[src/md5hbi_pkg.sv]
// ----------------------------------------------------------------------------
// md5hbi_pkg : shared definitions for the MD5 hash block index
// Widths, MD5 constants, round tables and the pipeline payload types.
// ----------------------------------------------------------------------------
package md5hbi_pkg;

  // Default values of the top-level parameters.
  localparam int unsigned BLOCKS_PER_PLANE_DEF = 1024;
  localparam int unsigned KEY_COPIES_DEF       = 8;

  // Field widths.
  localparam int unsigned PAGE_W   = 64;
  localparam int unsigned HIDX_W   = 6;
  localparam int unsigned SHIFT_W  = 6;
  localparam int unsigned DIGEST_W = 64;
  localparam int unsigned VB_W     = 10;
  localparam int unsigned WORD_W   = 32;

  // Round chain and remainder chain geometry.
  localparam int unsigned ROUNDS    = 64;
  localparam int unsigned DIGIT_W   = 4;
  localparam int unsigned MOD_STEPS = DIGEST_W / DIGIT_W;

  localparam int unsigned GROUP_SIZE = 4;

  // Configuration port.
  localparam int unsigned APB_AW = 3;
  localparam int unsigned APB_DW = 32;

  typedef enum logic {
    REG_PAGE_SHIFT = 1'b0
  } md5hbi_reg_e;

  // MD5 initial chaining values and the padding word.
  localparam logic [WORD_W-1:0] IV_A         = 32'h67452301;
  localparam logic [WORD_W-1:0] IV_B         = 32'hefcdab89;
  localparam logic [WORD_W-1:0] IV_C         = 32'h98badcfe;
  localparam logic [WORD_W-1:0] IV_D         = 32'h10325476;
  localparam logic [WORD_W-1:0] MD5_PAD_WORD = 32'h00000080;

  localparam logic [WORD_W-1:0] SIN_TAB [ROUNDS] = '{
    32'hd76aa478, 32'he8c7b756, 32'h242070db, 32'hc1bdceee,
    32'hf57c0faf, 32'h4787c62a, 32'ha8304613, 32'hfd469501,
    32'h698098d8, 32'h8b44f7af, 32'hffff5bb1, 32'h895cd7be,
    32'h6b901122, 32'hfd987193, 32'ha679438e, 32'h49b40821,
    32'hf61e2562, 32'hc040b340, 32'h265e5a51, 32'he9b6c7aa,
    32'hd62f105d, 32'h02441453, 32'hd8a1e681, 32'he7d3fbc8,
    32'h21e1cde6, 32'hc33707d6, 32'hf4d50d87, 32'h455a14ed,
    32'ha9e3e905, 32'hfcefa3f8, 32'h676f02d9, 32'h8d2a4c8a,
    32'hfffa3942, 32'h8771f681, 32'h6d9d6122, 32'hfde5380c,
    32'ha4beea44, 32'h4bdecfa9, 32'hf6bb4b60, 32'hbebfbc70,
    32'h289b7ec6, 32'heaa127fa, 32'hd4ef3085, 32'h04881d05,
    32'hd9d4d039, 32'he6db99e5, 32'h1fa27cf8, 32'hc4ac5665,
    32'hf4292244, 32'h432aff97, 32'hab9423a7, 32'hfc93a039,
    32'h655b59c3, 32'h8f0ccc92, 32'hffeff47d, 32'h85845dd1,
    32'h6fa87e4f, 32'hfe2ce6e0, 32'ha3014314, 32'h4e0811a1,
    32'hf7537e82, 32'hbd3af235, 32'h2ad7d2bb, 32'heb86d391
  };

  localparam logic [4:0] ROT_TAB [16] = '{
    5'd7, 5'd12, 5'd17, 5'd22, 5'd5, 5'd9, 5'd14, 5'd20,
    5'd4, 5'd11, 5'd16, 5'd23, 5'd6, 5'd10, 5'd15, 5'd21
  };

  // Message word used by a round.
  function automatic logic [3:0] msg_index(logic [5:0] rnd);
    logic [3:0] idx;
    case (rnd[5:4])
      2'd0:    idx = rnd[3:0];
      2'd1:    idx = 4'((rnd * 6'd5) + 6'd1);
      2'd2:    idx = 4'((rnd * 6'd3) + 6'd5);
      default: idx = 4'(rnd * 6'd7);
    endcase
    return idx;
  endfunction

  // Left-rotate amount of a round.
  function automatic logic [4:0] rot_amount(logic [5:0] rnd);
    return ROT_TAB[{rnd[5:4], rnd[1:0]}];
  endfunction

  // Payload carried along the round chain.
  typedef struct packed {
    logic [WORD_W-1:0] a;
    logic [WORD_W-1:0] b;
    logic [WORD_W-1:0] c;
    logic [WORD_W-1:0] d;
    logic [WORD_W-1:0] key;
    logic [HIDX_W-1:0] hidx;
  } md5hbi_round_t;

  // Payload carried along the remainder chain.
  typedef struct packed {
    logic [DIGEST_W-1:0] digest;
    logic [DIGEST_W-1:0] shifted;
  } md5hbi_mod_t;

endpackage

[src/md5hbi_mod_cell.sv]
// ----------------------------------------------------------------------------
// md5hbi_mod_cell : one digit step of the modulo reduction
// Folds one digit of the shifted digest into a running remainder.
// ----------------------------------------------------------------------------
module md5hbi_mod_cell #(
  parameter int unsigned STEP             = 0,
  parameter int unsigned BLOCKS_PER_PLANE = md5hbi_pkg::BLOCKS_PER_PLANE_DEF,
  localparam int unsigned MOD_W           = $clog2(BLOCKS_PER_PLANE)
) (
  input  logic                    clk_i,
  input  logic                    rst_ni,
  input  logic                    adv_i,
  input  logic                    valid_i,
  input  md5hbi_pkg::md5hbi_mod_t data_i,
  input  logic [MOD_W-1:0]        rem_i,
  output logic                    valid_o,
  output md5hbi_pkg::md5hbi_mod_t data_o,
  output logic [MOD_W-1:0]        rem_o
);

  localparam logic [MOD_W:0] MODULUS = (MOD_W + 1)'(BLOCKS_PER_PLANE - 1);
  localparam int unsigned    TOP_BIT = md5hbi_pkg::DIGEST_W - 1 - md5hbi_pkg::DIGIT_W * STEP;

  logic [md5hbi_pkg::DIGIT_W-1:0] digit;
  logic [MOD_W:0]                 acc;
  logic [MOD_W-1:0]               rem_d;
  logic [MOD_W-1:0]               rem_q;
  md5hbi_pkg::md5hbi_mod_t        data_q;
  logic                           valid_q;

  // Shift one bit in and subtract the modulus once; the value stays below
  // twice the modulus, so a single compare keeps the remainder in range.
  always_comb begin
    digit = data_i.shifted[TOP_BIT -: md5hbi_pkg::DIGIT_W];
    rem_d = rem_i;
    acc   = '0;
    for (int j = md5hbi_pkg::DIGIT_W - 1; j >= 0; j--) begin
      acc = {rem_d, digit[j]};
      if (acc >= MODULUS) begin
        acc = acc - MODULUS;
      end
      rem_d = acc[MOD_W-1:0];
    end
  end

  always_ff @(posedge clk_i or negedge rst_ni) begin
    if (!rst_ni) begin
      valid_q <= 1'b0;
    end else if (adv_i) begin
      valid_q <= valid_i;
    end
  end

  always_ff @(posedge clk_i) begin
    if (adv_i) begin
      data_q <= data_i;
      rem_q  <= rem_d;
    end
  end

  assign valid_o = valid_q;
  assign data_o  = data_q;
  assign rem_o   = rem_q;

endmodule

[config.mk]
export PLATFORM = sky130hd
export DESIGN_NAME = md5hbi_mod_cell
export DESIGN_NICKNAME = d
export VERILOG_FILES = /design/src/md5hbi_pkg.sv /design/src/md5hbi_mod_cell.sv
export SDC_FILE = /design/constraint.sdc
export NUM_CORES = 1
export LEC_CHECK = 0
export BUFFER_PORTS_ARGS = -buffer_cell sky130_fd_sc_hd__buf_2
export CAP_MARGIN = 0
export CELL_PAD_IN_SITES_DETAIL_PLACEMENT = 0
export CELL_PAD_IN_SITES_GLOBAL_PLACEMENT = 1
export CORE_ASPECT_RATIO = 2
export CORE_UTILIZATION = 37
export CTS_CLUSTER_DIAMETER = 60
export CTS_CLUSTER_SIZE = 24
export DETAILED_ROUTE_END_ITERATION = 10
export GPL_ROUTABILITY_DRIVEN = 0
export GPL_TIMING_DRIVEN = 0
export PLACE_DENSITY_LB_ADDON = 0.1
export SYNTH_ARGS = -nofsm -noshare
export SYNTH_HDL_FRONTEND = slang
export SYNTH_SLANG_ARGS = --single-unit
[constraint.sdc]
create_clock -name clk_i -period 0.8 [get_ports clk_i]
set_input_delay 0.08 -clock clk_i [delete_from_list [all_inputs] [get_ports clk_i]]
set_output_delay 0.08 -clock clk_i [all_outputs]
set_load 0.02 [all_outputs]
Yosys cells after proc, flatten, opt, wreduce, memory -nomap -nowiden
Cells that the tools add are included.
{ "word_totals": {"ff_bits": 139, "inputBits": 142, "out_inout_bits": 139, "wordCells": 16} }
{ "op_classes": {"addsub": 4, "n_lt_le_gt_ge": 4, "muxes": 4} }
{ "ops": {"columns": ["cell", "count"], "rows": [
  [">= comparator 11 x 10 -> 1 bit, second input constant", 4],
  ["2-to-1 mux 10 bit", 4],
  ["subtractor 10 bit, second input constant", 4]
]} }

Longest topological paths before layout
{ "logic_depth": {"depth_word": 8, "depth_mapped": 24, "depth_no_buf": 21} }

Worst setup path after synthesis
Ideal clock, no wire load.
{ "synth_path": {"path_kind": "input port to flip-flop", "start": "input rem_i[4]", "end": "register rem_q[1] (netlist: rem_o[1]) (data pin)", "setup_time_ps": 262, "t_arrival_ps": 4972, "required_time_ps": 538, "setup_slack_ps": -4434, "path_stages": 24, "n_path_buf": 4, "cell_sequence": "buf_2 -> nand4_2 -> o31a_1 -> xnor2_1 -> ha_1 -> o31a_1 -> buf_2 -> a41o_1 -> nor2_4 -> xnor2_1 -> ha_1 -> buf_1 -> o21ai_0 -> a211o_1 -> a22o_1 -> a21o_1 -> buf_6 -> xnor2_1 -> ha_1 -> nand2_1 -> mux2_4 -> and2_1 -> o41ai_2 -> mux2_1"} }
{ "synth_between": {"elab_chain_cells": 8, "word_cells_on_any_way": 12, "classes_between": "add/sub (4); order compare (4); mux (4)"} }
{ "synth_rtl": {"columns": ["item", "line_no", "source"], "rows": [
  ["from (decl)", "md5hbi_mod_cell.sv:15", "input logic [MOD_W-1:0] rem_i,"],
  ["subtractor 10 bit or >= comparator 11 x 10 -> 1 bit (tied branches)", "md5hbi_mod_cell.sv:40, md5hbi_mod_cell.sv:39", null],
  ["2-to-1 mux 10 bit *", "md5hbi_mod_cell.sv:39", "if (acc >= MODULUS) begin"],
  ["subtractor 10 bit or >= comparator 11 x 10 -> 1 bit (tied branches)", "md5hbi_mod_cell.sv:40, md5hbi_mod_cell.sv:39", null],
  ["2-to-1 mux 10 bit *", "md5hbi_mod_cell.sv:39", null],
  ["subtractor 10 bit or >= comparator 11 x 10 -> 1 bit (tied branches)", "md5hbi_mod_cell.sv:40, md5hbi_mod_cell.sv:39", null],
  ["2-to-1 mux 10 bit *", "md5hbi_mod_cell.sv:39", null],
  [">= comparator 11 x 10 -> 1 bit or subtractor 10 bit (tied branches)", "md5hbi_mod_cell.sv:39, md5hbi_mod_cell.sv:40", null],
  ["2-to-1 mux 10 bit *", "md5hbi_mod_cell.sv:39", null],
  ["via acc[1]", "md5hbi_mod_cell.sv:25", "logic [MOD_W:0] acc;"],
  ["to (signal assigned)", "md5hbi_mod_cell.sv:57", "rem_q <= rem_d;"],
  ["to (decl)", "md5hbi_mod_cell.sv:27", "logic [MOD_W-1:0] rem_q;"]
]} }
The timed path passes the listed nets; every way through them passes the cells marked *.
A chain may end at the register's enable or synchronous reset.

Worst setup path in the final report
{ "layout_path": {"start": "input rem_i[1]", "end": "register rem_q[1] (netlist: rem_o[1]) (data pin)"} }
The elaborated chain is that of the path after synthesis.

==> reports/metrics.csv <==
stage;metric;value;unit
run_status;status;finished, violations left;
run_status;violated checks;negative setup slack;
yosys;Post-Synthesis Cells;395;
clocking;CTS root buffer;clkbuf_16;
worst_setup_path;reg-to-reg startpoint;valid_o;
hold_path;hold path endpoint;rem_o[0];
timing;Tightest Pin Transition;676.7;ps
floorplan;starting density of the core;0.3807;
worst_setup_path;startpoint types;input pin;
floorplan;chip width;92.33;µm
run;number of max-cap violations;0;
yosys;largest cells by area after synthesis;edfxtp_1 69%, xnor2_1 1.7%, nand3_1 1.5%;
clocking;depth of the CTS H-tree;4;
yosys;Mapped Area;0.006038;mm²
drt;DRC violations left;0;
yosys;area leader, netlist;edfxtp_1;
yosys;Mean Syn Cell Area;15.29;µm²
placed_design;placed cell areas;0.007863;mm²
hold_path;Hold WC Path Type;in -> reg;
timing;Worst Skew;0;ps
drt;wire per inst;19.63;µm
yosys;Post-synth ARST share;0.007194;
global_routing;gr ovfl total;0;
clocking;Clock Latency Late Sink;410;ps
yosys;ys flop type;edfxtp_1;
power_and_ir_drop;leak pwr;4.444;nW
placed_design;IO buf count;275;
layout;# diodes;0;
hold_path;hold_sp;data_i[60];
layout;layout cells sized above 1;0.4709;
placed_design;pre-CTS setup slack;-4658;ps
power_and_ir_drop;Max VDD drop;0.001427;V
worst_setup_path;crit end category;flop;
layout;final instance area;0.01097;mm²
global_routing;vias in the first global route;5546;
worst_setup_path;CP required;960;ps
floorplan;die area;0.01687;mm²
worst_setup_path;Setup CP Type;in -> reg;
timing;Rel. slew slack;0.5467;
drt;vias per cell;5.064;
timing;RSZ-0062 raised after global routing;true;
yosys;top cells by instance count after synthesis;138 x edfxtp_1, 21 x nand2_1, 18 x nand3_1;
layout;Nets;993;
clocking;worst-case clock buffer depth;2;
floorplan;die height;182.7;µm
worst_setup_path;FF-to-FF path depth;1;
yosys;Seq/Total Area, Yosys;0.6904;
timing;final critical-path required period;4102;ps
layout;Core Util, Final;0.6915;
yosys;Yosys reg bits;139;
timing;# setup viols final;149;
clocking;CTS tree;built;
yosys;Yosys top cell area share;0.6863;
floorplan;Site Rows;65;
clocking;Reg clk slew, reported paths;60;ps
yosys;most instantiated library cell after synthesis;edfxtp_1;
layout;Layout area overhead;81.62;%
drt;antenna viol nets, final;0;
clocking;cts bufs inserted;17;
drt;initial drt markers;222;
timing;Fin. Hold Viols;0;
global_routing;largest net degree at the start of global routing;52;
worst_setup_path;reg2reg setup slack;20;ps
worst_setup_path;reg-to-reg endpoint;valid_o;
drt;vias;5373;
hold_path;hold depth;2;
floorplan;Top Ports;281;
yosys;distinct cell type count after synthesis;77;
timing;TNS Setup;-62020;ps
timing;Slew Limit Fails;0;
global_routing;first-pass GRT wire length;29350;µm
drt;Detailed Route WL;20830;µm
floorplan;Core Box Area;0.01586;mm²
drt;DR pass1 iterations;4;
worst_setup_path;arrival time of the worst setup path;4260;ps
worst_setup_path;critical path fanouts, max;10;
global_routing;initial antenna violation count;0;
layout;Final Non-Filler Cells;1061;
global_routing;GRT Overall Usage;0.2309;
timing;highest clock rate;243.8;MHz
timing;fin crit share;5.127;
yosys;Ys Warns;0;
placed_design;Placed Cells;872;
clocking;clk sinks;139;
layout;fillcell total;1096;
placed_design;post-DP HPWL;12780;µm
yosys;Synth Net Count;541;
power_and_ir_drop;power per standard cell area;1962;mW/mm²
timing;worst setup margin;-3302;ps
yosys;EDFF count, synth;138;
flip-flops by register name, summed over array words and instances, names as in the netlist:
signal and cells:
valid_o 1, rem_o 10, data_o 128
where the power goes:
| part | total [mW] | switching (mW) | internal, mW |
|---|---|---|---|
| registers | 8.99 | 0.280 | 8.71 |
| logic | 4.71 | 2.36 | 2.35 |
| clock network | 7.82 | 2.95 | 4.86 |
| total | 21.5 | 5.59 | 15.9 |
stage by stage:
stage	hold WS (ps)	power, mW
final	81.49	21.52
after global routing	72.11	22.22
after CTS	38.46	21.01
after detailed placement	-141.0	12.22
after global placement	-144.5	12.16
after floorplan	-215.6	10.88
cell type report:
| type | instances | area [µm²] | share of cell area |
|---|---|---|---|
| Timing Repair Buffer | 436 | 3736 | 0.3407 |
| Tap cell | 201 | 251.5 | 0.02293 |
| Multi-Input combinational cell | 235 | 2062 | 0.1880 |
| Inverter | 3 | 11.26 | 0.001027 |
| Sequential cell | 139 | 4170 | 0.3803 |
| Buffer | 15 | 152.6 | 0.01392 |
| Clock inverter | 13 | 150.1 | 0.01369 |
| Clock buffer | 19 | 432.9 | 0.03948 |
placed cells by master, fill, tap and decap left out, drive strengths merged, types with 5 or more instances in the layout:
master,n
o211ai,6
clkbuf,20
a31oi,6
nor4,5
a21o,5
nor2,9
nand2,21
a21oi,14
dlygate4sd3,131
buf,319
nor3,12
and3,5
o31ai,7
o21ai,11
nand4,8
nand3,18
xor2,6
clkinv,6
mux2,6
xnor2,12
nor2b,5
edfxtp,138
or3,5
mux2i,7
o211a,5
worst max-delay path, stage by stage:
cell      delay [ps]
buf_4            110
buf_4            170
and4_1           280
nand3_1          180
o311ai_2         150
a22oi_2          150
a41o_4           320
nor2_4           180
xnor2_2          140
ha_2             250
o21ai_4           80
a211o_1          270
a22o_1           210
a21o_4           240
xnor2_4          170
ha_4             160
nand2_2           50
mux2_4           300
and2_4           150
o41ai_4          270
mux2_4           330
routing by layer:
layer | part of all wire | wire length (µm) | up-vias | GRT usage
met3 | 0.044 | 923 | 57 | 0.04583
met4 | 0.041 | 862 | 0 | 0.1200
li1 | - | - | 2494 | -
met1 | 0.32 | 6679 | 2602 | 0.2109
met2 | 0.59 | 12360 | 220 | 0.4590
met5 | 0 | 0 | - | 0
how the worst max path moves through the flow:
| stage | start | slack, ps | endpoint |
|---|---|---|---|
| floorplan | rem_i[5] | -3960 | rem_o[1] |
| global placement | data_i[63] | -4630 | rem_o[1] |
| detailed placement | data_i[63] | -4660 | rem_o[1] |
| CTS | rem_i[0] | -3370 | rem_o[1] |
| global route | rem_i[0] | -3460 | rem_o[1] |
| finish | rem_i[1] | -3300 | rem_o[1] |
what timing repair did:
action                                 in CTS  in global routing
resized for setup                         123                163
hold buffers                              131                  0
endpoints found under the hold margin     130                  0
buffers inserted                           23                  6
cloned                                      1                  0
pin swaps                                  18                 11
setup endpoints to repair                 238                200
kinds of logic (layout without fill, tap and decap cells):
| family | Yosys count | after routing | synth area share |
|---|---|---|---|
| buf+inv | 21 | 486 | 0.02093 |
| mux | 13 | 13 | 0.02611 |
| xor+xnor | 18 | 18 | 0.02611 |
| simple gates | 107 | 107 | 0.1063 |
| flops | 139 | 139 | 0.6904 |
| compound gates | 93 | 93 | 0.1218 |
| fa+ha+maj | 4 | 4 | 0.008289 |
No activity file was read; power rests on OpenSTA's default activity.
