File: src/md5hbi_pkg.sv
// ----------------------------------------------------------------------------
// md5hbi_pkg : shared definitions for the MD5 hash block index
// Widths, MD5 constants, round tables and the pipeline payload types.
// ----------------------------------------------------------------------------
package md5hbi_pkg;

  // Default values of the top-level parameters.
  localparam int unsigned BLOCKS_PER_PLANE_DEF = 1024;
  localparam int unsigned KEY_COPIES_DEF       = 8;

  // Field widths.
  localparam int unsigned PAGE_W   = 64;
  localparam int unsigned HIDX_W   = 6;
  localparam int unsigned SHIFT_W  = 6;
  localparam int unsigned DIGEST_W = 64;
  localparam int unsigned VB_W     = 10;
  localparam int unsigned WORD_W   = 32;

  // Round chain and remainder chain geometry.
  localparam int unsigned ROUNDS    = 64;
  localparam int unsigned DIGIT_W   = 4;
  localparam int unsigned MOD_STEPS = DIGEST_W / DIGIT_W;

  localparam int unsigned GROUP_SIZE = 4;

  // Configuration port.
  localparam int unsigned APB_AW = 3;
  localparam int unsigned APB_DW = 32;

  typedef enum logic {
    REG_PAGE_SHIFT = 1'b0
  } md5hbi_reg_e;

  // MD5 initial chaining values and the padding word.
  localparam logic [WORD_W-1:0] IV_A         = 32'h67452301;
  localparam logic [WORD_W-1:0] IV_B         = 32'hefcdab89;
  localparam logic [WORD_W-1:0] IV_C         = 32'h98badcfe;
  localparam logic [WORD_W-1:0] IV_D         = 32'h10325476;
  localparam logic [WORD_W-1:0] MD5_PAD_WORD = 32'h00000080;

  localparam logic [WORD_W-1:0] SIN_TAB [ROUNDS] = '{
    32'hd76aa478, 32'he8c7b756, 32'h242070db, 32'hc1bdceee,
    32'hf57c0faf, 32'h4787c62a, 32'ha8304613, 32'hfd469501,
    32'h698098d8, 32'h8b44f7af, 32'hffff5bb1, 32'h895cd7be,
    32'h6b901122, 32'hfd987193, 32'ha679438e, 32'h49b40821,
    32'hf61e2562, 32'hc040b340, 32'h265e5a51, 32'he9b6c7aa,
    32'hd62f105d, 32'h02441453, 32'hd8a1e681, 32'he7d3fbc8,
    32'h21e1cde6, 32'hc33707d6, 32'hf4d50d87, 32'h455a14ed,
    32'ha9e3e905, 32'hfcefa3f8, 32'h676f02d9, 32'h8d2a4c8a,
    32'hfffa3942, 32'h8771f681, 32'h6d9d6122, 32'hfde5380c,
    32'ha4beea44, 32'h4bdecfa9, 32'hf6bb4b60, 32'hbebfbc70,
    32'h289b7ec6, 32'heaa127fa, 32'hd4ef3085, 32'h04881d05,
    32'hd9d4d039, 32'he6db99e5, 32'h1fa27cf8, 32'hc4ac5665,
    32'hf4292244, 32'h432aff97, 32'hab9423a7, 32'hfc93a039,
    32'h655b59c3, 32'h8f0ccc92, 32'hffeff47d, 32'h85845dd1,
    32'h6fa87e4f, 32'hfe2ce6e0, 32'ha3014314, 32'h4e0811a1,
    32'hf7537e82, 32'hbd3af235, 32'h2ad7d2bb, 32'heb86d391
  };

  localparam logic [4:0] ROT_TAB [16] = '{
    5'd7, 5'd12, 5'd17, 5'd22, 5'd5, 5'd9, 5'd14, 5'd20,
    5'd4, 5'd11, 5'd16, 5'd23, 5'd6, 5'd10, 5'd15, 5'd21
  };

  // Message word used by a round.
  function automatic logic [3:0] msg_index(logic [5:0] rnd);
    logic [3:0] idx;
    case (rnd[5:4])
      2'd0:    idx = rnd[3:0];
      2'd1:    idx = 4'((rnd * 6'd5) + 6'd1);
      2'd2:    idx = 4'((rnd * 6'd3) + 6'd5);
      default: idx = 4'(rnd * 6'd7);
    endcase
    return idx;
  endfunction

  // Left-rotate amount of a round.
  function automatic logic [4:0] rot_amount(logic [5:0] rnd);
    return ROT_TAB[{rnd[5:4], rnd[1:0]}];
  endfunction

  // Payload carried along the round chain.
  typedef struct packed {
    logic [WORD_W-1:0] a;
    logic [WORD_W-1:0] b;
    logic [WORD_W-1:0] c;
    logic [WORD_W-1:0] d;
    logic [WORD_W-1:0] key;
    logic [HIDX_W-1:0] hidx;
  } md5hbi_round_t;

  // Payload carried along the remainder chain.
  typedef struct packed {
    logic [DIGEST_W-1:0] digest;
    logic [DIGEST_W-1:0] shifted;
  } md5hbi_mod_t;

endpackage

File: src/md5hbi_round_cell.sv
// ----------------------------------------------------------------------------
// md5hbi_round_cell : one MD5 round as a pipeline cell
// Applies one fixed round to the chaining words and registers the result.
// ----------------------------------------------------------------------------
module md5hbi_round_cell #(
  parameter int unsigned ROUND      = 0,
  parameter int unsigned KEY_COPIES = md5hbi_pkg::KEY_COPIES_DEF
) (
  input  logic                      clk_i,
  input  logic                      rst_ni,
  input  logic                      adv_i,
  input  logic                      valid_i,
  input  md5hbi_pkg::md5hbi_round_t state_i,
  output logic                      valid_o,
  output md5hbi_pkg::md5hbi_round_t state_o
);

  localparam logic [5:0] RND   = 6'(ROUND);
  localparam int unsigned GIDX = int'(md5hbi_pkg::msg_index(RND));
  localparam int unsigned ROT  = int'(md5hbi_pkg::rot_amount(RND));
  localparam logic [md5hbi_pkg::WORD_W-1:0] KCONST = md5hbi_pkg::SIN_TAB[ROUND];

  logic [md5hbi_pkg::WORD_W-1:0] f;
  logic [md5hbi_pkg::WORD_W-1:0] w;
  logic [md5hbi_pkg::WORD_W-1:0] sum;
  logic [md5hbi_pkg::WORD_W-1:0] rot;
  md5hbi_pkg::md5hbi_round_t     state_d;
  md5hbi_pkg::md5hbi_round_t     state_q;
  logic                          valid_q;

  always_comb begin
    case (RND[5:4])
      2'd0:    f = (state_i.b & state_i.c) | (~state_i.b & state_i.d);
      2'd1:    f = (state_i.d & state_i.b) | (~state_i.d & state_i.c);
      2'd2:    f = state_i.b ^ state_i.c ^ state_i.d;
      default: f = state_i.c ^ (state_i.b | ~state_i.d);
    endcase

    // The message block holds the key in its first words, then the pad word.
    if (GIDX < KEY_COPIES) begin
      w = state_i.key;
    end else if (GIDX == KEY_COPIES) begin
      w = md5hbi_pkg::MD5_PAD_WORD;
    end else begin
      w = '0;
    end

    sum = state_i.a + f + KCONST + w;
    rot = (sum << ROT) | (sum >> (md5hbi_pkg::WORD_W - ROT));

    state_d      = state_i;
    state_d.a    = state_i.d;
    state_d.d    = state_i.c;
    state_d.c    = state_i.b;
    state_d.b    = state_i.b + rot;
  end

  always_ff @(posedge clk_i or negedge rst_ni) begin
    if (!rst_ni) begin
      valid_q <= 1'b0;
    end else if (adv_i) begin
      valid_q <= valid_i;
    end
  end

  always_ff @(posedge clk_i) begin
    if (adv_i) begin
      state_q <= state_d;
    end
  end

  assign valid_o = valid_q;
  assign state_o = state_q;

endmodule

File: config.mk
export PLATFORM = sky130hd
export DESIGN_NAME = md5hbi_round_cell
export DESIGN_NICKNAME = d
export VERILOG_FILES = /design/src/md5hbi_pkg.sv /design/src/md5hbi_round_cell.sv
export SDC_FILE = /design/constraint.sdc
export NUM_CORES = 1
export LEC_CHECK = 0
export CAP_MARGIN = 20
export CORE_UTILIZATION = 50
export CTS_CLUSTER_DIAMETER = 80
export DETAILED_ROUTE_END_ITERATION = 8
export DONT_BUFFER_PORTS = 1
export GPL_TIMING_DRIVEN = 0
export PLACE_DENSITY = 0.66
export SLEW_MARGIN = 10
export SYNTH_ARGS = -nofsm -noshare
export SYNTH_HDL_FRONTEND = slang
export SYNTH_SLANG_ARGS = --single-unit
File: constraint.sdc
create_clock -name clk_i -period 2.11 [get_ports clk_i]
set_clock_uncertainty 0.05 [all_clocks]
set_input_delay 0.3165 -clock clk_i [delete_from_list [all_inputs] [get_ports clk_i]]
set_output_delay 0.3165 -clock clk_i [all_outputs]
set_load 0.01 [all_outputs]
# Word-level counts from Yosys, hierarchy flattened
# Cells that the tools add are included.
# totals
reg_bits,167
word_cells,16
input_bits,170
out_inout_bits,167
# op_classes
bitwise_logic,5
n_addsub,4
# ops
operator,count
adder 32 bit,3
bitwise AND 32 bit,2
adder 32 bit (second input constant),1
inverter 32 bit,1
bitwise OR 32 bit,1
bitwise OR 32 x 7 -> 32 bit,1

# Logic depth before layout (Yosys ltp)
# Gate-level depths: netlist (run 1).
# depth
depth_word,8
depth_mapped,23
mapped_depth_nobuf,22

# Least setup slack after synthesis (run 1)
# OpenSTA, ideal clock, no wires.
# synth_timing
path_kind,input to register
startpoint,input port state_i[103] (netlist name)
endpoint,"register state_q, in the netlist state_o[132] (data pin)"
n_path_buf,0
setup_ns,0.281
cell_stages,21
slack_ns,-3.127
arrival_time_ns,4.906
required_time_ns,1.779
cell_sequence,mux2_2 > fa_1 > ha_1 > ha_1 > inv_1 > fa_1 > nor2b_4 > o31a_1 > o311ai_4 > a21oi_2 > a211oi_2 > o21ai_1 > xor2_1 > fa_1 > a211oi_1 > nor2_1 > a21o_1 > a21bo_2 > a2111oi_2 > o21a_1 > o311ai_0
# synth_lines
element,line,text
from (decl),md5hbi_round_cell.sv:13,"input md5hbi_pkg::md5hbi_round_t state_i,"
to (signal assigned),md5hbi_round_cell.sv:68,state_q <= state_d;
to (decl),md5hbi_round_cell.sv:28,md5hbi_pkg::md5hbi_round_t state_q;

==> results of run 1 <==
-- registers in the layout, summed over array words and instances (netlist names) --
name,flops
state_o,166
valid_o,1
-- routing by layer --
layer	vias up	track usage [%]	routed length, um
met4	0	7.16	454
met1	3548	31.6	11000
met5	-	0	0
met2	301	43.0	13500
li1	3542	-	-
met3	30	5.96	1710
-- metrics by stage --
step | cell area (um^2) | worst slack [ns] | power [mW] | hold WS [ns] | utilization [%]
2_1_floorplan | 10400 | -2.82 | 10.9 | -0.0291 | -
3_3_place_gp | 10800 | -3.81 | 12.4 | -0.0291 | 53.4
3_5_place_dp | 10800 | -3.81 | 12.5 | -0.0291 | 53.4
4_1_cts | 13100 | -3.00 | 16.7 | -0.0677 | 64.8
5_1_grt | 13500 | -2.99 | 19.1 | -0.0768 | 67.1
6_report | 13500 | -2.86 | 17.9 | -0.0445 | 67.1
-- how the worst max path moves through the flow --
stage / endpoint / slack, ns
after floorplan: state_o[132] / -2.82
after CTS: state_o[128] / -3.00
after detailed placement: state_o[132] / -3.81
after global routing: state_o[128] / -2.99
after global placement: state_o[132] / -3.81
final: state_o[128] / -2.86
-- power by group --
group	total, mW	switching (mW)	internal, mW
logic	9.57	5.12	4.45
registers	5.14	0.577	4.57
clock network	3.22	1.44	1.79
total	17.9	7.14	10.8
-- cell usage in the layout (no fill, tap or decap), types with 12 or more instances in the layout --
cell	n
sky130_fd_sc_hd__edfxtp_1	166
sky130_fd_sc_hd__dlygate4sd3_1	136
sky130_fd_sc_hd__inv_1	132
sky130_fd_sc_hd__ha_1	73
sky130_fd_sc_hd__a21oi_1	43
sky130_fd_sc_hd__nor2_1	37
sky130_fd_sc_hd__nand2_1	29
sky130_fd_sc_hd__xnor2_1	28
sky130_fd_sc_hd__fa_1	28
sky130_fd_sc_hd__a21o_1	27
sky130_fd_sc_hd__buf_4	27
sky130_fd_sc_hd__nor3_1	22
sky130_fd_sc_hd__mux2i_1	19
sky130_fd_sc_hd__nand3_1	18
sky130_fd_sc_hd__o21ai_0	17
sky130_fd_sc_hd__clkbuf_16	17
sky130_fd_sc_hd__mux2_2	15
sky130_fd_sc_hd__a21oi_2	14
sky130_fd_sc_hd__o21a_1	14
sky130_fd_sc_hd__xor2_1	13
sky130_fd_sc_hd__ha_4	12
-- synthesized netlist by cell type (7+ instances only) --
library cell / n
sky130_fd_sc_hd__a211oi_1: 7
sky130_fd_sc_hd__a21o_1: 27
sky130_fd_sc_hd__a21oi_1: 59
sky130_fd_sc_hd__clkbuf_1: 15
sky130_fd_sc_hd__edfxtp_1: 166
sky130_fd_sc_hd__fa_1: 33
sky130_fd_sc_hd__ha_1: 90
sky130_fd_sc_hd__inv_1: 136
sky130_fd_sc_hd__mux2_2: 16
sky130_fd_sc_hd__mux2i_1: 20
sky130_fd_sc_hd__nand2_1: 33
sky130_fd_sc_hd__nand3_1: 20
sky130_fd_sc_hd__nand4_1: 10
sky130_fd_sc_hd__nor2_1: 40
sky130_fd_sc_hd__nor2b_1: 7
sky130_fd_sc_hd__nor3_1: 26
sky130_fd_sc_hd__o211ai_1: 8
sky130_fd_sc_hd__o21a_1: 14
sky130_fd_sc_hd__o21ai_0: 27
sky130_fd_sc_hd__o21bai_1: 11
sky130_fd_sc_hd__xnor2_1: 35
sky130_fd_sc_hd__xor2_1: 14
-- cells by family after synthesis --
kind of cell,synth area share (%)
AOI/OAI and AO/OA,13.0
DFF,48.7
adders and majority gates,17.4
and+or+nand+nor,7.50
xor gates and xnor gates,4.17
buffers and inverters,5.51
muxes,3.70
-- what timing repair did --
action                     4_1_cts  5_1_grt
hold endpoints to repair       302      166
pin swaps                       38       40
resized for setup               44       71
setup buffers                   23       13
setup endpoints to repair       32       32
-- cell type report --
type / count / share of cell area [%]
buffer: 8 / 0.222
clock buffer: 18 / 3.17
clock inverter: 14 / 1.22
inverter: 136 / 3.77
multi-input combinational: 565 / 39.9
sequential: 167 / 37.0
tap: 270 / 2.50
timing repair buffer: 170 / 12.2
==> results.yml, run 1 <==
drt:
  first_pass_iters: 5
  routed_wirelength_mm: 26.6
  dr_drc_count: 0
  num_vias: 7421
  antenna_violating_nets_post_route: 0
  route.detailed.vias_per_inst: 5.51
  routed_wire_length_per_instance_um: 19.7
  dr.first_iter.drc_count: 469
final_layout:
  fill_cells: 1522
  antennaDiodeCount: 0
  final-instance-count-excl-fill: 1348
  areaGrowthSynthToFinish_pct: 31.7
  regArea_um2: 5010
  layout_cells_sized_above_1_pct: 17.4
  design.final.nets: 1358
  area_of_the_multi_input_gates_um2: 5410
setup_path:
  regToRegStartpoint: "valid_o"
  timing_worst_setup_path_type: "primary input to register"
  timing.critical_path.to_type: "register"
  reg2regPathDepth: 1
  start_kind: "primary input"
  cp_data_arrival_time_ns: 5.12
  r2r_slack_ns: 1.27
  crit_top_cell: "sky130_fd_sc_hd__fa_2"
  worst_path_dominant_cell_family: "compound AO/OA/AOI/OAI gates"
  cp_cell_sequence: "mux2i_4 -> fa_2 -> inv_2 -> fa_2 -> buf_6 -> ha_4 -> a211oi_4 -> o21ai_2 -> o211ai_1 -> buf_4 -> a21oi_4 -> o211ai_1 -> a21o_1 -> a21oi_4 -> ha_4 -> fa_2 -> a211oi_2 -> nor2_2 -> a21o_1 -> a21bo_4 -> a2111oi_4 -> o21a_1 -> buf_6 -> xnor2_2"
  timing.rr.end: "valid_o"
  timing.critical_path.slowest_stage_cell: "sky130_fd_sc_hd__fa_2"
  critical_path_cell_count: 24
  crit_path_start: "state_i[104]"
  timing.critical_path.slowest_cell_delay_ns: 0.46
  crit_path_max_fanout: 3
  data_required_time_of_the_critical_path_ns: 2.26
  cp_num_buf_inv: 4
global_route:
  grt-ovfl-total: 0
  grt_start_max_net_pins: 168
  grt_pass1_wl_mm: 40.7
  grt_pass1_vias: 7614
  initial_antenna_violation_count: 0
  groute.usage.overall_pct: 25.1
clocking:
  cts_tree: "yes"
  cts.htree.levels: 4
  clock_latency_ns: 0.43
  max-clock-path-buffers: 2
  holdBufCountCts: 136
  numCtsBuffers: 17
  clkSinkCount: 167
  clk_transition_reported_paths_ns: 0.08
  clock_tree.root_cell: "sky130_fd_sc_hd__clkbuf_16"
flow_run:
  max_capacitance_violation_count: 0
min_path:
  hold_path_end: "state_o[64]"
  cells_on_worst_hold_path: 0
  hold_path_startpoint: "adv_i"
  worstHoldPathType: "primary input to register"
sta:
  timing.final.max_slew_violations: 0
  slew_headroom_pct: 61.2
  layout_worst_path_cycle_share_pct: 236
  setup_viol: 32
  max_freq_mhz: 201
  finalHoldWorstSlack_ns: -0.0445
  rsz0062_at_grt: "yes"
  tightest_slew_ns: 0.576
  postLayoutSetupSlackWorst_ns: -2.86
  final-hold-violation-count: 47
  minimum_clock_period_after_layout_ns: 4.97
  finalSetupTns_ns: -77.27
logic_synthesis:
  synth-warning-count: 0
  share_of_synthesized_flip_flops_with_an_asynchronous_set_or_reset_pct: 0.599
  synth.yosys.seq_area_share_pct: 48.7
  most_used_flip_flop_cell_after_synthesis: "sky130_fd_sc_hd__edfxtp_1"
  synth.top_cell.area_share_pct: 48.5
  syn-cell-area_um2: 10300
  synthesized_instance_count: 883
  postSynthAreaPerCell_um2: 11.6
  flops_latches_synth: 167
  synth_area_leader_cell: "sky130_fd_sc_hd__edfxtp_1"
  main_area_contributors_after_synthesis: "sky130_fd_sc_hd__edfxtp_1 (48%), sky130_fd_sc_hd__ha_1 (11%), sky130_fd_sc_hd__fa_1 (6.4%)"
  synth_cell_types: 54
  synth_edf_count: 166
  postSynthNetCount: 1176
die:
  dieArea_um2: 21100
  floorplan.initialDensity_pct: 51.0
  floorplan.die.width_um: 145
  ios: 337
  die_height_um: 145
  rows: 52
  core_um2: 20200
power_and_ir_drop:
  p_leak_nw: 5.56
  worst_ir_drop_vdd_mv: 0.718
  power.density_nw_per_um2: 1330
run_status:
  violations: "hold timing, setup timing"
  run_status: "finished with violations"
placement:
  dp_cells: 1153
  dp.final_hpwl_mm: 17.9
  port-buffer-count: 0
  globalplace.congestion: 0.850
(Power assumes the default switching activity.)
==> inputs of run 2 (changes only) <==
==> constraint.sdc (replaced) <==
create_clock -name clk_i -period 5.4 [get_ports clk_i]
set_clock_uncertainty 0.05 [all_clocks]
set_input_delay 0.54 -clock clk_i [delete_from_list [all_inputs] [get_ports clk_i]]
set_output_delay 0.54 -clock clk_i [all_outputs]
set_load 0.01 [all_outputs]
==> results.yml, run 2 (synthesized netlist as in run 1, its figures left out) <==
die:
  ios: 337
  dieArea_um2: 21100
  die_height_um: 145
  rows: 52
  core_um2: 20200
  floorplan.initialDensity_pct: 51.0
  floorplan.die.width_um: 145
setup_path:
  cp_data_arrival_time_ns: 5.37
  regToRegStartpoint: "valid_o"
  timing.rr.end: "valid_o"
  start_kind: "primary input"
  worstSetupEndpoint: "state_o[128]"
  r2r_slack_ns: 4.55
  crit_path_start: "state_i[104]"
  data_required_time_of_the_critical_path_ns: 5.52
  reg2regPathDepth: 1
  timing_worst_setup_path_type: "primary input to register"
  crit_path_max_fanout: 4
  timing.critical_path.to_type: "register"
power_and_ir_drop:
  combinationalPowerShare_pct: 48.3
  seqPwrFrac_pct: 32.3
  power_switching_mw: 2.51
  worst_ir_drop_vdd_mv: 0.313
  clock_power_share_pct: 19.4
  power.density_nw_per_um2: 538
  intPower_mw: 3.70
  p_leak_nw: 4.77
  swShare_pct: 40.4
global_route:
  grt-ovfl-total: 0
  grt_start_max_net_pins: 168
  grt_pass1_wl_mm: 36.1
  grt_pass1_vias: 6674
  initial_antenna_violation_count: 0
  groute.usage.overall_pct: 22.4
final_layout:
  design.final.nets: 1206
  layout_cells_sized_above_1_pct: 12.1
  areaGrowthSynthToFinish_pct: 12.3
  mostFrequentLayoutCells: "sky130_fd_sc_hd__edfxtp_1 (166), sky130_fd_sc_hd__inv_1 (132), sky130_fd_sc_hd__ha_1 (81)"
  fill_cells: 1720
  largest_register_ffs: 166
  antennaDiodeCount: 0
  final-instance-count-excl-fill: 1196
  final_core_util_pct: 57.3
  final_common_cell: "sky130_fd_sc_hd__edfxtp_1"
sta:
  tightest_slew_ns: 0.616
  max_freq_mhz: 190
  minimum_clock_period_after_layout_ns: 5.25
  setup_viol: 0
  timing.final.max_slew_violations: 0
  final-hold-violation-count: 0
  layout_worst_path_cycle_share_pct: 97.3
  finalSetupTns_ns: 0
  slew_headroom_pct: 58.5
drt:
  dr_wl_met3_mm: 1.76
  routed_wirelength_mm: 23.5
  routed_wire_length_per_instance_um: 19.7
  dr.first_iter.drc_count: 388
  first_pass_iters: 5
  top_layer_in_use: "met4"
  route.detailed.vias_per_inst: 5.60
  num_vias: 6700
  antenna_violating_nets_post_route: 0
  dr_drc_count: 0
  wl_met1_mm: 9.94
  met2_length_mm: 11.6
clocking:
  cts.htree.levels: 4
  clk_transition_reported_paths_ns: 0.07
  cts_tree: "yes"
  max-clock-path-buffers: 2
  clkSinkCount: 167
  clock_tree.root_cell: "sky130_fd_sc_hd__clkbuf_16"
  numCtsBuffers: 17
  clock_latency_ns: 0.43
placement:
  dp_cells: 1153
  port-buffer-count: 0
  dp.final_hpwl_mm: 17.8
  globalplace.congestion: 0.877
flow_run:
  max_capacitance_violation_count: 0
run_status:
  run_status: "finished clean"
min_path:
  worstHoldPathType: "primary input to register"
==> run 2: cell count changes in the layout (fill, tap and decap cells not counted), sizes merged <==
cell / previous run / this run
clkbuf: 26 / 27
buf: 34 / 15
dlygate4sd3: 136 / 1
inv: 143 / 145
bufinv: 2 / 0
clkinv: 5 / 6
==> run 2: how the worst min path moves through the flow <==
stage | from | end | depth (start not counted) | slack, ns
global route | state_i[39] | state_o[135] | 0 | 0.13
detailed placement | rst_ni | valid_o | 0 | 0.19
global placement | rst_ni | valid_o | 0 | 0.19
CTS | state_i[43] | state_o[139] | 0 | 0.13
floorplan | rst_ni | valid_o | 0 | 0.19
finish | state_i[43] | state_o[139] | 0 | 0.15
==> run 2: critical path: stages <==
cell	delay (ns)
sky130_fd_sc_hd__mux2i_4	0.16
sky130_fd_sc_hd__fa_2	0.54
sky130_fd_sc_hd__inv_2	0.05
sky130_fd_sc_hd__ha_4	0.22
sky130_fd_sc_hd__ha_4	0.16
sky130_fd_sc_hd__inv_2	0.06
sky130_fd_sc_hd__fa_2	0.24
sky130_fd_sc_hd__nor2b_4	0.05
sky130_fd_sc_hd__o31a_1	0.31
sky130_fd_sc_hd__o311ai_4	0.40
sky130_fd_sc_hd__a21oi_2	0.13
sky130_fd_sc_hd__a211oi_2	0.30
sky130_fd_sc_hd__o21ai_2	0.16
sky130_fd_sc_hd__a311o_1	0.45
sky130_fd_sc_hd__ha_4	0.25
sky130_fd_sc_hd__o21ai_2	0.14
sky130_fd_sc_hd__nor2_2	0.06
sky130_fd_sc_hd__a21o_1	0.21
sky130_fd_sc_hd__a21bo_4	0.25
sky130_fd_sc_hd__a2111oi_4	0.33
sky130_fd_sc_hd__o21a_1	0.19
sky130_fd_sc_hd__buf_4	0.11
sky130_fd_sc_hd__xnor2_1	0.05
==> run 2: area by class of cell <==
cell class	instances	area, um^2	share of cell area, %
buffer	10	37.5	0.325
clock buffer	17	425	3.68
clock inverter	15	153	1.32
inverter	136	510	4.42
multi-input combinational	565	4950	42.9
sequential	167	5010	43.4
tap	270	338	2.92
timing repair buffer	16	123	1.06
==> run 2: through the flow <==
stage | cell area, um^2 | setup WS (ns) | hold WS, ns | power (mW)
2_1_floorplan | 10300 | 0.0296 | 0.194 | 4.15
4_1_cts | 11400 | 0.00551 | 0.128 | 6.11
3_3_place_gp | 10600 | -0.861 | 0.194 | 4.73
6_report | 11600 | 0.146 | 0.153 | 6.21
5_1_grt | 11600 | -0.0134 | 0.131 | 6.66
3_5_place_dp | 10600 | -0.791 | 0.194 | 4.74
==> run 2: timing repair <==
item	CTS	global route
endpoints found under the hold margin	1	0
setup endpoints to repair	14	14
hold buffers	1	0
buffers inserted	11	4
gates cloned	0	0
pin swaps	19	24
gates resized for setup	17	37
==> run 2: power groups by stage <==
stage / clock network, mW / logic (mW) / registers [mW]
CTS: 1.23 / 2.87 / 2.01
global route: 1.27 / 3.36 / 2.03
detailed placement: 0 / 2.70 / 2.03
global placement: 0 / 2.69 / 2.04
finish: 1.20 / 3.00 / 2.01
floorplan: 0 / 2.18 / 1.97
==> run 2: per-layer routing <==
layer	GRT usage, %	vias to the layer above
li1	-	3247
met1	28.8	3192
met2	37.4	245
met3	6.27	16
met4	5.84	0
met5	0	-
==> inputs of run 3 (changes only) <==
--- a/config.mk
+++ b/config.mk
@@ -6,7 +6,9 @@
 export NUM_CORES = 1
 export LEC_CHECK = 0
 export CAP_MARGIN = 20
+export CORE_MARGIN = 4
 export CORE_UTILIZATION = 50
+export CTS_BUF_LIST = sky130_fd_sc_hd__clkbuf_2 sky130_fd_sc_hd__clkbuf_4 sky130_fd_sc_hd__clkbuf_8
 export CTS_CLUSTER_DIAMETER = 80
 export DETAILED_ROUTE_END_ITERATION = 8
 export DONT_BUFFER_PORTS = 1
==> results.yml, run 3 (synthesized netlist as in run 1, its figures left out) <==
run_status:
  run_status: "finished clean"
die:
  dieArea_um2: 22900
  floorplan.die.width_um: 151
  ios: 337
  floorplan.initialDensity_pct: 50.8
  die_height_um: 151
  rows: 52
  core_um2: 20200
drt:
  routed_wire_length_per_instance_um: 20.8
  dr.first_iter.drc_count: 390
  antenna_violating_nets_post_route: 0
  first_pass_iters: 5
  route.detailed.vias_per_inst: 5.65
  routed_wirelength_mm: 24.7
  num_vias: 6737
  dr_drc_count: 0
global_route:
  groute.usage.overall_pct: 21.1
  grt-ovfl-total: 0
  initial_antenna_violation_count: 0
  grt_start_max_net_pins: 168
  grt_pass1_vias: 6613
  grt_pass1_wl_mm: 36.2
power_and_ir_drop:
  p_leak_nw: 4.65
  worst_ir_drop_vdd_mv: 0.332
  totalPowerFinal_mw: 5.84
  power.density_nw_per_um2: 518
final_layout:
  areaGrowthSynthToFinish_pct: 9.65
  mostFrequentLayoutCells: "sky130_fd_sc_hd__edfxtp_1 (166), sky130_fd_sc_hd__inv_1 (132), sky130_fd_sc_hd__ha_1 (83)"
  antennaDiodeCount: 0
  largest_register_ffs: 166
  final_common_cell: "sky130_fd_sc_hd__edfxtp_1"
  design.final.nets: 1202
  layout_cells_sized_above_1_pct: 11.3
min_path:
  cells_on_worst_hold_path: 0
  worstHoldPathType: "primary input to register"
sta:
  setup_viol: 0
  final-hold-violation-count: 0
  timing.final.max_slew_violations: 0
  slew_headroom_pct: 60.2
  max_freq_mhz: 189
  finalHoldWorstSlack_ns: 0.110
  minimum_clock_period_after_layout_ns: 5.29
  tightest_slew_ns: 0.591
  layout_worst_path_cycle_share_pct: 97.9
  rsz0062_at_grt: "yes"
clocking:
  clock_latency_ns: 0.47
  clkSinkCount: 167
  cts_tree: "yes"
  clk_transition_reported_paths_ns: 0.11
  clock_tree.root_cell: "sky130_fd_sc_hd__clkbuf_8"
  max-clock-path-buffers: 2
  numCtsBuffers: 17
  cts.htree.levels: 4
setup_path:
  crit_path_max_fanout: 4
  cp_cell_sequence: "mux2i_2 -> fa_1 -> inv_2 -> fa_2 -> inv_2 -> fa_2 -> nor2b_4 -> o31a_1 -> o311ai_4 -> a21oi_2 -> a211o_1 -> a2111oi_2 -> a311o_1 -> ha_4 -> o21ai_2 -> nor2_2 -> a21o_1 -> a21bo_4 -> a2111oi_4 -> o21a_1 -> buf_4 -> xnor2_1"
  timing.critical_path.slowest_cell_delay_ns: 0.47
  start_kind: "primary input"
  timing.critical_path.slowest_stage_cell: "sky130_fd_sc_hd__fa_2"
  data_required_time_of_the_critical_path_ns: 5.57
  reg2regPathDepth: 1
  cp_data_arrival_time_ns: 5.46
  timing.critical_path.to_type: "register"
  timing_worst_setup_path_type: "primary input to register"
placement:
  dp.final_hpwl_mm: 19.1
  globalplace.congestion: 0.877
  port-buffer-count: 0
flow_run:
  max_capacitance_violation_count: 0
-- run 3: changes by cell type in the layout (fill, tap and decap cells not counted), sizes merged --
cell      delta
inv          -1
clkinvlp     +5
clkinv       -5
buf          -4
clkbuf       +1
-- run 3: path summary, 6_finish.rpt --
path / from / slack, ns / end
min: state_i[75] / 0.11 / state_o[43]
max: state_i[104] / 0.11 / state_o[128]
min in group asynchronous: rst_ni / 0.21 / valid_o
max reg2reg: valid_o / 4.55 / valid_o
max in group asynchronous: rst_ni / 4.99 / valid_o
min reg2reg: valid_o / 0.55 / valid_o
-- run 3: area by class of cell --
class,instances,area (um^2)
Fill cell,1698,8960
Sequential cell,167,5010
Multi-Input combinational cell,565,4910
Inverter,136,510
Tap cell,270,338
Clock buffer,18,241
Clock inverter,14,136
Timing Repair Buffer,12,92.6
Buffer,10,37.5
-- run 3: repair_timing --
item,in CTS,in global routing
hold endpoints to repair,1,0
pin swaps,4,23
buffers inserted,6,5
hold buffers,1,0
gates resized for setup,10,37
setup endpoints to repair,14,17
-- run 3: power by group --
part           total [mW]  switching [mW]  internal, mW
registers            2.01           0.225          1.78
clock network       0.886           0.540         0.346
logic                2.94            1.68          1.26
-- run 3: per-layer routing --
metal  global-route usage [%]  up-vias  wire (um)
met5                        0        -          0
met4                     6.17        0        449
met3                     7.33       30       2440
met2                     34.1      279      12000
met1                     26.9     3195       9880
li1                         -     3233          -
-- run 3: critical path: cells and delay by family --
family	cells	cell delay (ns)
adders and majority gates	4	1.32
AOI/OAI and AO/OA	11	2.98
muxes	1	0.13
xor gates and xnor gates	1	0.05
buffers and inverters	3	0.28
and+or+nand+nor	2	0.11
-- run 3: metrics by stage --
step | util, % | instance area [um^2] | setup slack (ns) | TNS [ns] | std cells
floorplan | - | 10300 | 0.0296 | 0 | 883
global placement | 52.5 | 10600 | -0.881 | -10.61 | 1153
detailed placement | 52.5 | 10600 | -0.931 | -12.06 | 1153
CTS | 54.9 | 11100 | -0.00611 | -0.00611 | 1190
global route | 55.7 | 11300 | -0.0542 | -0.0723 | 1192
finish | 55.7 | 11300 | 0.115 | 0 | 1192
